===== config.mk =====
export PLATFORM = sky130hd
export DESIGN_NAME = snt_ctrl
export DESIGN_NICKNAME = d
export VERILOG_FILES = /design/src/hw/rtl/snt_pkg.sv /design/src/hw/rtl/snt_ctrl.sv
export SDC_FILE = /design/constraint.sdc
export NUM_CORES = 1
export LEC_CHECK = 0
export BUFFER_PORTS_ARGS = -buffer_cell sky130_fd_sc_hd__buf_4
export CORE_MARGIN = 1.5
export CORE_UTILIZATION = 47
export CTS_BUF_LIST = sky130_fd_sc_hd__clkbuf_4
export DETAILED_ROUTE_END_ITERATION = 8
export PLACE_DENSITY = 0.79
export SYNTH_ARGS = -nofsm -noshare
export SYNTH_HDL_FRONTEND = slang
export SYNTH_SLANG_ARGS = --single-unit

===== constraint.sdc =====
create_clock -name clk_i -period 1.45 [get_ports clk_i]
set_input_delay 0.2175 -clock clk_i [delete_from_list [all_inputs] [get_ports clk_i]]
set_output_delay 0.2175 -clock clk_i [all_outputs]
set_load 0.01 [all_outputs]

===== src/hw/rtl/snt_pkg.sv =====
// Shared types and constants for the sorted name table.
// Used by every module under hw/rtl except snt_ram; depends on nothing else.
package snt_pkg;

  localparam int unsigned DepthDef    = 64;
  localparam int unsigned HandleWDef  = 16;
  localparam int unsigned KeyHiW      = 64;
  localparam int unsigned KeyLoW      = 24;
  localparam int unsigned KeyW        = KeyHiW + KeyLoW;
  localparam int unsigned HandlePortW = 16;
  localparam int unsigned PosW        = 6;

  typedef enum logic {
    OP_LOOKUP = 1'b0,
    OP_INSERT = 1'b1
  } op_e;

  typedef enum logic [1:0] {
    STS_OK        = 2'd0,
    STS_NOT_FOUND = 2'd1,
    STS_FULL      = 2'd2,
    STS_REPLACED  = 2'd3
  } status_e;

  typedef struct packed {
    op_e                    operation;
    logic [KeyHiW-1:0]      key_high;
    logic [KeyLoW-1:0]      key_low;
    logic [HandlePortW-1:0] handle_in;
  } in_item_t;

  typedef struct packed {
    status_e                status;
    logic [HandlePortW-1:0] handle_out;
    logic [PosW-1:0]        position;
  } out_item_t;

  // Commands from the controller to the datapath
  typedef struct packed {
    logic    load;
    logic    srch_rd;
    logic    srch_cmp;
    logic    shift_start;
    logic    shift_step;
    logic    write_entry;
    logic    res_load;
    status_e res_status;
  } ctrl_cmd_t;

  // Status from the datapath to the controller
  typedef struct packed {
    logic search_done;
    logic hit;
    logic is_insert;
    logic full;
    logic no_shift;
    logic shift_last;
  } dp_sts_t;

endpackage


===== src/hw/rtl/snt_ctrl.sv =====
// Controller of the sorted name table: sequences search, shift, write, result.
// Depends on snt_pkg.
module snt_ctrl import snt_pkg::*; (
  input  logic      clk_i,
  input  logic      rst_ni,
  input  logic      in_valid_i,
  output logic      in_ready_o,
  output logic      out_valid_o,
  input  logic      out_ready_i,
  input  dp_sts_t   sts_i,
  output ctrl_cmd_t cmd_o
);

  typedef enum logic [6:0] {
    S_IDLE        = 7'b0000001,
    S_SEARCH      = 7'b0000010,
    S_COMPARE     = 7'b0000100,
    S_SHIFT_START = 7'b0001000,
    S_SHIFT       = 7'b0010000,
    S_WRITE       = 7'b0100000,
    S_RESULT      = 7'b1000000
  } state_e;

  state_e  state_q, state_d;
  status_e res_q, res_d;
  logic    out_valid_q, out_valid_d;

  assign in_ready_o  = (state_q == S_IDLE);
  assign out_valid_o = out_valid_q;

  // Next state and command decode
  always_comb begin
    state_d     = state_q;
    res_d       = res_q;
    out_valid_d = out_valid_q & ~out_ready_i;
    cmd_o       = '0;
    cmd_o.res_status = res_q;
    case (state_q)
      S_IDLE: begin
        if (in_valid_i) begin
          cmd_o.load = 1'b1;
          state_d    = S_SEARCH;
        end
      end
      S_SEARCH: begin
        if (!sts_i.search_done) begin
          cmd_o.srch_rd = 1'b1;
          state_d       = S_COMPARE;
        end else if (!sts_i.is_insert) begin
          res_d   = sts_i.hit ? STS_OK : STS_NOT_FOUND;
          state_d = S_RESULT;
        end else if (sts_i.hit) begin
          state_d = S_WRITE;
        end else if (sts_i.full) begin
          res_d   = STS_FULL;
          state_d = S_RESULT;
        end else if (sts_i.no_shift) begin
          state_d = S_WRITE;
        end else begin
          state_d = S_SHIFT_START;
        end
      end
      S_COMPARE: begin
        cmd_o.srch_cmp = 1'b1;
        state_d        = S_SEARCH;
      end
      S_SHIFT_START: begin
        cmd_o.shift_start = 1'b1;
        state_d           = S_SHIFT;
      end
      S_SHIFT: begin
        cmd_o.shift_step = 1'b1;
        if (sts_i.shift_last) begin
          state_d = S_WRITE;
        end
      end
      S_WRITE: begin
        cmd_o.write_entry = 1'b1;
        res_d             = sts_i.hit ? STS_REPLACED : STS_OK;
        state_d           = S_RESULT;
      end
      S_RESULT: begin
        // Hold until the output register is free
        if (!out_valid_q || out_ready_i) begin
          cmd_o.res_load = 1'b1;
          out_valid_d    = 1'b1;
          state_d        = S_IDLE;
        end
      end
      default: begin
        state_d = S_IDLE;
      end
    endcase
  end

  always_ff @(posedge clk_i or negedge rst_ni) begin
    if (!rst_ni) begin
      state_q     <= S_IDLE;
      res_q       <= STS_OK;
      out_valid_q <= 1'b0;
    end else begin
      state_q     <= state_d;
      res_q       <= res_d;
      out_valid_q <= out_valid_d;
    end
  end

endmodule


==> flow_summary_export.csv, run 1 <==
group,metric,value,unit
cts,cts.sinks,10,
die,num_io_pins,21,
synthesis,synthTopCellsByArea,"dfrtp_1 (32%), nor2_1 (4.7%), nand3b_1 (4.2%), dfstp_2 (3.7%), xor2_1 (3.7%)",
synthesis,synthFlopType,"dfrtp_1",
die,start_util,0.527,
synthesis,synth-async-reset-ratio,1.00,
die,rows,13,
synthesis,ys_types,37,
placed_design,gp_congestion,0.817,
cts,cts.path.max_buffers,2,
global_route,grt_start_max_net_pins,11,
timing,worst-ep-kind,"primary output",
run_status,status,"stopped before the end",
placed_design,dp.final_hpwl,1.55,mm
synthesis,synth_edf_count,0,
synthesis,syn-cell-area,712,um2
synthesis,synth_area_leader_cell,"dfrtp_1",
synthesis,yosys_warnings,0,
run_status,lastStage,"global routing",
die,die_w,41.9,um
synthesis,synth_nets,89,
placed_design,dp_slack,-0.125,ns
placed_design,placedCellCount,131,
synthesis,avgSynthCellArea,9.01,um2
placed_design,io_buffer_count,20,
cts,cts_max_level,1,
synthesis,ys_ff_latch,10,
cts,root_buffer,"clkbuf_4",
synthesis,yosysSeqAreaShare,0.353,
die,die_y,41.9,um
run_status,firstError,"[ERROR DPL-0038] Utilization greater than 100%, impossible to legalize",
synthesis,synth_common_cells,"dfrtp_1 (9), nor2_1 (9), a21oi_1 (4), nand3b_1 (4), nor3_1 (4)",
synthesis,syn_inst,79,
timing,grt-worst-endpoint,"cmd_o[3]",
synthesis,synth_top_area_frac,0.316,
cts,cts_inserted_buffers,3,
[timing repair]
item / CTS
gates resized for setup: 22
buffers inserted: 11
pin swaps: 10
hold buffers: 1
setup endpoints to repair: 13
endpoints found under the hold margin: 10
[per-stage QoR]
| step | cell area, um2 | hold slack, ns |
|---|---|---|
| after global placement | 1030 | 0.0520 |
| after CTS | 1250 | 0.116 |
| after floorplan | 742 | -0.0781 |
| after detailed placement | 1030 | 0.0571 |
[cell families after synthesis]
family / count (synthesis) / synth area share
flops: 10 / 0.353
buf+inv: 7 / 0.0703
simple gates: 42 / 0.378
compound gates: 17 / 0.162
xor+xnor: 3 / 0.0369
==> inputs of run 2 (changes only) <==
--- a/config.mk
+++ b/config.mk
@@ -6,11 +6,10 @@
 export NUM_CORES = 1
 export LEC_CHECK = 0
 export BUFFER_PORTS_ARGS = -buffer_cell sky130_fd_sc_hd__buf_4
-export CORE_MARGIN = 1.5
-export CORE_UTILIZATION = 47
-export CTS_BUF_LIST = sky130_fd_sc_hd__clkbuf_4
+export CORE_AREA = 2 2 63 65
 export DETAILED_ROUTE_END_ITERATION = 8
-export PLACE_DENSITY = 0.79
+export DIE_AREA = 0 0 65 67
+export PLACE_DENSITY_LB_ADDON = 0.15
 export SYNTH_ARGS = -nofsm -noshare
 export SYNTH_HDL_FRONTEND = slang
 export SYNTH_SLANG_ARGS = --single-unit
==> constraint.sdc (replaced) <==
create_clock -name clk_i -period 1.9 [get_ports clk_i]
set_input_delay 0.285 -clock clk_i [delete_from_list [all_inputs] [get_ports clk_i]]
set_output_delay 0.285 -clock clk_i [all_outputs]
set_load 0.01 [all_outputs]
==> run 2 against run 1 <==
The run now ends clean. Synthesized area stayed put. Synthesized cell count stayed put.
==> flow_summary_export.csv, run 2 <==
group,metric,value,unit
placed_design,io_buffer_count,20,
global_route,grt_overflow,0,
die,core_area,3610,um2
route,drtPass1Iterations,3,
timing,setup_ws,0.0555,ns
die,num_io_pins,21,
timing,rsz0062_at_grt,"true",
setup_path,arrival,1.56,ns
cts,clkTransAtPathRegs,0.05,ns
synthesis,synth_fa_ha_area_frac,0,
timing,fin_crit,1.84,ns
timing,tightestPinTransition,0.343,ns
timing,setup_viol,0,
pwr,power.density,1100,nW/um2
finish,final_nets,117,
route,drc,0,
timing,relSlewSlack,0.769,
finish,multiInputGateArea,445,um2
finish,fillerInstances,395,
synthesis,ys_types,37,
synthesis,synth_edf_count,0,
synthesis,synth_simple_gate_area_share,0.378,
finish,regMostFlops,"state_q",
finish,layout_commonest_cell,"buf_4",
global_route,grt_start_max_net_pins,11,
route,wl_per_cell,12.1,um
setup_path,critPathRequiredTime,1.62,ns
finish,syn_to_final_growth,45.2,%
setup_path,worstSetupPathType,"flop to output pin",
synthesis,synthMuxAreaShare,0,
synthesis,synth_area_leader_cell,"dfrtp_1",
synthesis,synth_xor_area_frac,0.0369,
finish,largest_reg_flops,7,
global_route,antenna_found_initial,0,
route,drtIter0Drc,22,
global_route,grt_pass1_vias,675,
timing,finClkSkew,0.00332,ns
route,wirelength,1.87,mm
timing,final-max-slew-violation-count,0,
synthesis,avgSynthCellArea,9.01,um2
route,ant_nets,0,
synthesis,synth_nets,89,
die,rows,22,
synthesis,synth_common_cells,"dfrtp_1 (9), nor2_1 (9), a21oi_1 (4), nand3b_1 (4), nor3_1 (4)",
synthesis,syn_inst,79,
synthesis,synth_top_area_frac,0.316,
synthesis,synth_compound_area_frac,0.162,
synthesis,yosysSeqAreaShare,0.353,
synthesis,synth-async-reset-ratio,1.00,
route,viasPerCell,4.31,
placed_design,dp_slack,0.137,ns
cts,cts_tree,"built",
route,vias,663,
global_route,grt_pass1_wl,3.29,mm
setup_path,setup.worst_path.end_class,"output pin",
run_status,status,"complete, no violations",
job,cap_violations,0,
die,start_util,0.197,
cts,cts_max_level,1,
cts,root_buffer,"clkbuf_8",
synthesis,yosys_warnings,0,
pwr,vdd_ir_drop_max,0.373,mV
timing,fmax,542,MHz
synthesis,synthTopCellsByArea,"dfrtp_1 (32%), nor2_1 (4.7%), nand3b_1 (4.2%), dfstp_2 (3.7%), xor2_1 (3.7%)",
setup_path,path_max_fanout,4,
cts,cts_inserted_buffers,3,
die,die-area,4360,um2
cts,insertion_delay,0.24,ns
pwr,power.leakage,0.479,nW
synthesis,ys_ff_latch,10,
synthesis,syn-cell-area,712,um2
timing,fin_crit_sh,0.971,
worst_hold_path,hp-class,"input pin to flop",
finish,antenna_cells,0,
cts,cts.sinks,10,
timing,finalHoldViolCount,0,
pwr,power.total,1.14,mW
die,die_y,67,um
finish,seqCellArea,253,um2
placed_design,dp.final_hpwl,1.43,mm
placed_design,gp_congestion,0.765,
finish,drive_gt1_frac,0.406,
setup_path,start_kind,"flop",
synthesis,synthFlopType,"dfrtp_1",
finish,final_cell_mix,"buf_4 (27), nor2_1 (9), dfrtp_1 (8)",
synthesis,synth_top_family_by_area,"simple AND/OR/NAND/NOR gates",
global_route,grt_usage,0.0999,
cts,cts.path.max_buffers,2,
die,die_w,65,um
==> run 2: cell counts after synthesis <==
No cell type changed its count.
==> run 2: worst paths after layout <==
kind	cells past startpoint	slack (ns)	endpoint	start
setup reg to reg	5	0.23	res_q[1]$_DFFE_PN0P_	state_q[3]$_DFFE_PN0P_
hold reg to reg	1	0.56	res_q[1]$_DFFE_PN0P_	res_q[1]$_DFFE_PN0P_
max in group asynchronous	2	1.26	state_q[0]$_DFFE_PN1P_	rst_ni
min in group asynchronous	2	0.42	state_q[1]$_DFFE_PN0P_	rst_ni
setup / recovery	6	0.06	cmd_o[2]	state_q[2]$_DFFE_PN0P_
hold / removal	2	0.22	state_q[2]$_DFFE_PN0P_	sts_i[5]
==> run 2: power breakdown <==
group          internal, mW  switching, mW  leakage [nW]  total [mW]
Sequential            0.267         0.0921         0.123       0.359
Clock                 0.182         0.0874        0.0288       0.270
Combinational         0.277          0.231         0.327       0.508
Total                 0.727          0.410         0.479        1.14
==> run 2: routing by layer <==
layer,GRT usage,routed length (um),vias up
li1,-,-,340
met3,0.0405,117,0
met2,0.169,886,17
met5,0,0,-
met4,0.0160,0,0
met1,0.121,861,306
==> run 2: area by class of cell <==
type / instances / area share
Clock buffer: 4 / 0.0533
Inverter: 2 / 0.00726
Timing Repair Buffer: 28 / 0.206
Multi-Input combinational cell: 62 / 0.431
Sequential cell: 10 / 0.245
Tap cell: 48 / 0.0581
==> run 2: kinds of logic after synthesis <==
logic type / after synthesis
buffers and inverters: 7
and+or+nand+nor: 42
xor gates and xnor gates: 3
DFF: 10
AOI/OAI and AO/OA: 17
==> run 2: stage by stage <==
stage / setup TNS (ns) / area (um2) / hold WS (ns) / std cells / utilization
after CTS: 0 / 1000 / 0.215 / 153 / 0.278
final: 0 / 1030 / 0.223 / 154 / 0.287
after floorplan: 0 / 712 / -0.0106 / 79 / -
after detailed placement: 0 / 925 / 0.135 / 148 / 0.256
after global placement: 0 / 925 / 0.133 / 148 / 0.256
after global routing: -0.0644 / 1030 / 0.237 / 154 / 0.287
==> run 2: worst max-delay path, stage by stage (launching register included) <==
cell and delay [ns]:
dfrtp_1 0.42, or2_4 0.28, nor4_4 0.14, buf_4 0.16
nand3b_1 0.09, nor2_1 0.11, buf_4 0.13
==> run 2: repair_timing <==
action                                  4_1_cts  5_1_grt
endpoints found under the hold margin         9        0
setup buffers                                 0        1
pin swaps                                     0        2
gates resized for setup                       3        5
endpoints found under the setup margin        3        4
hold buffers                                  1        0
Power figures use the tool's default switching activity.
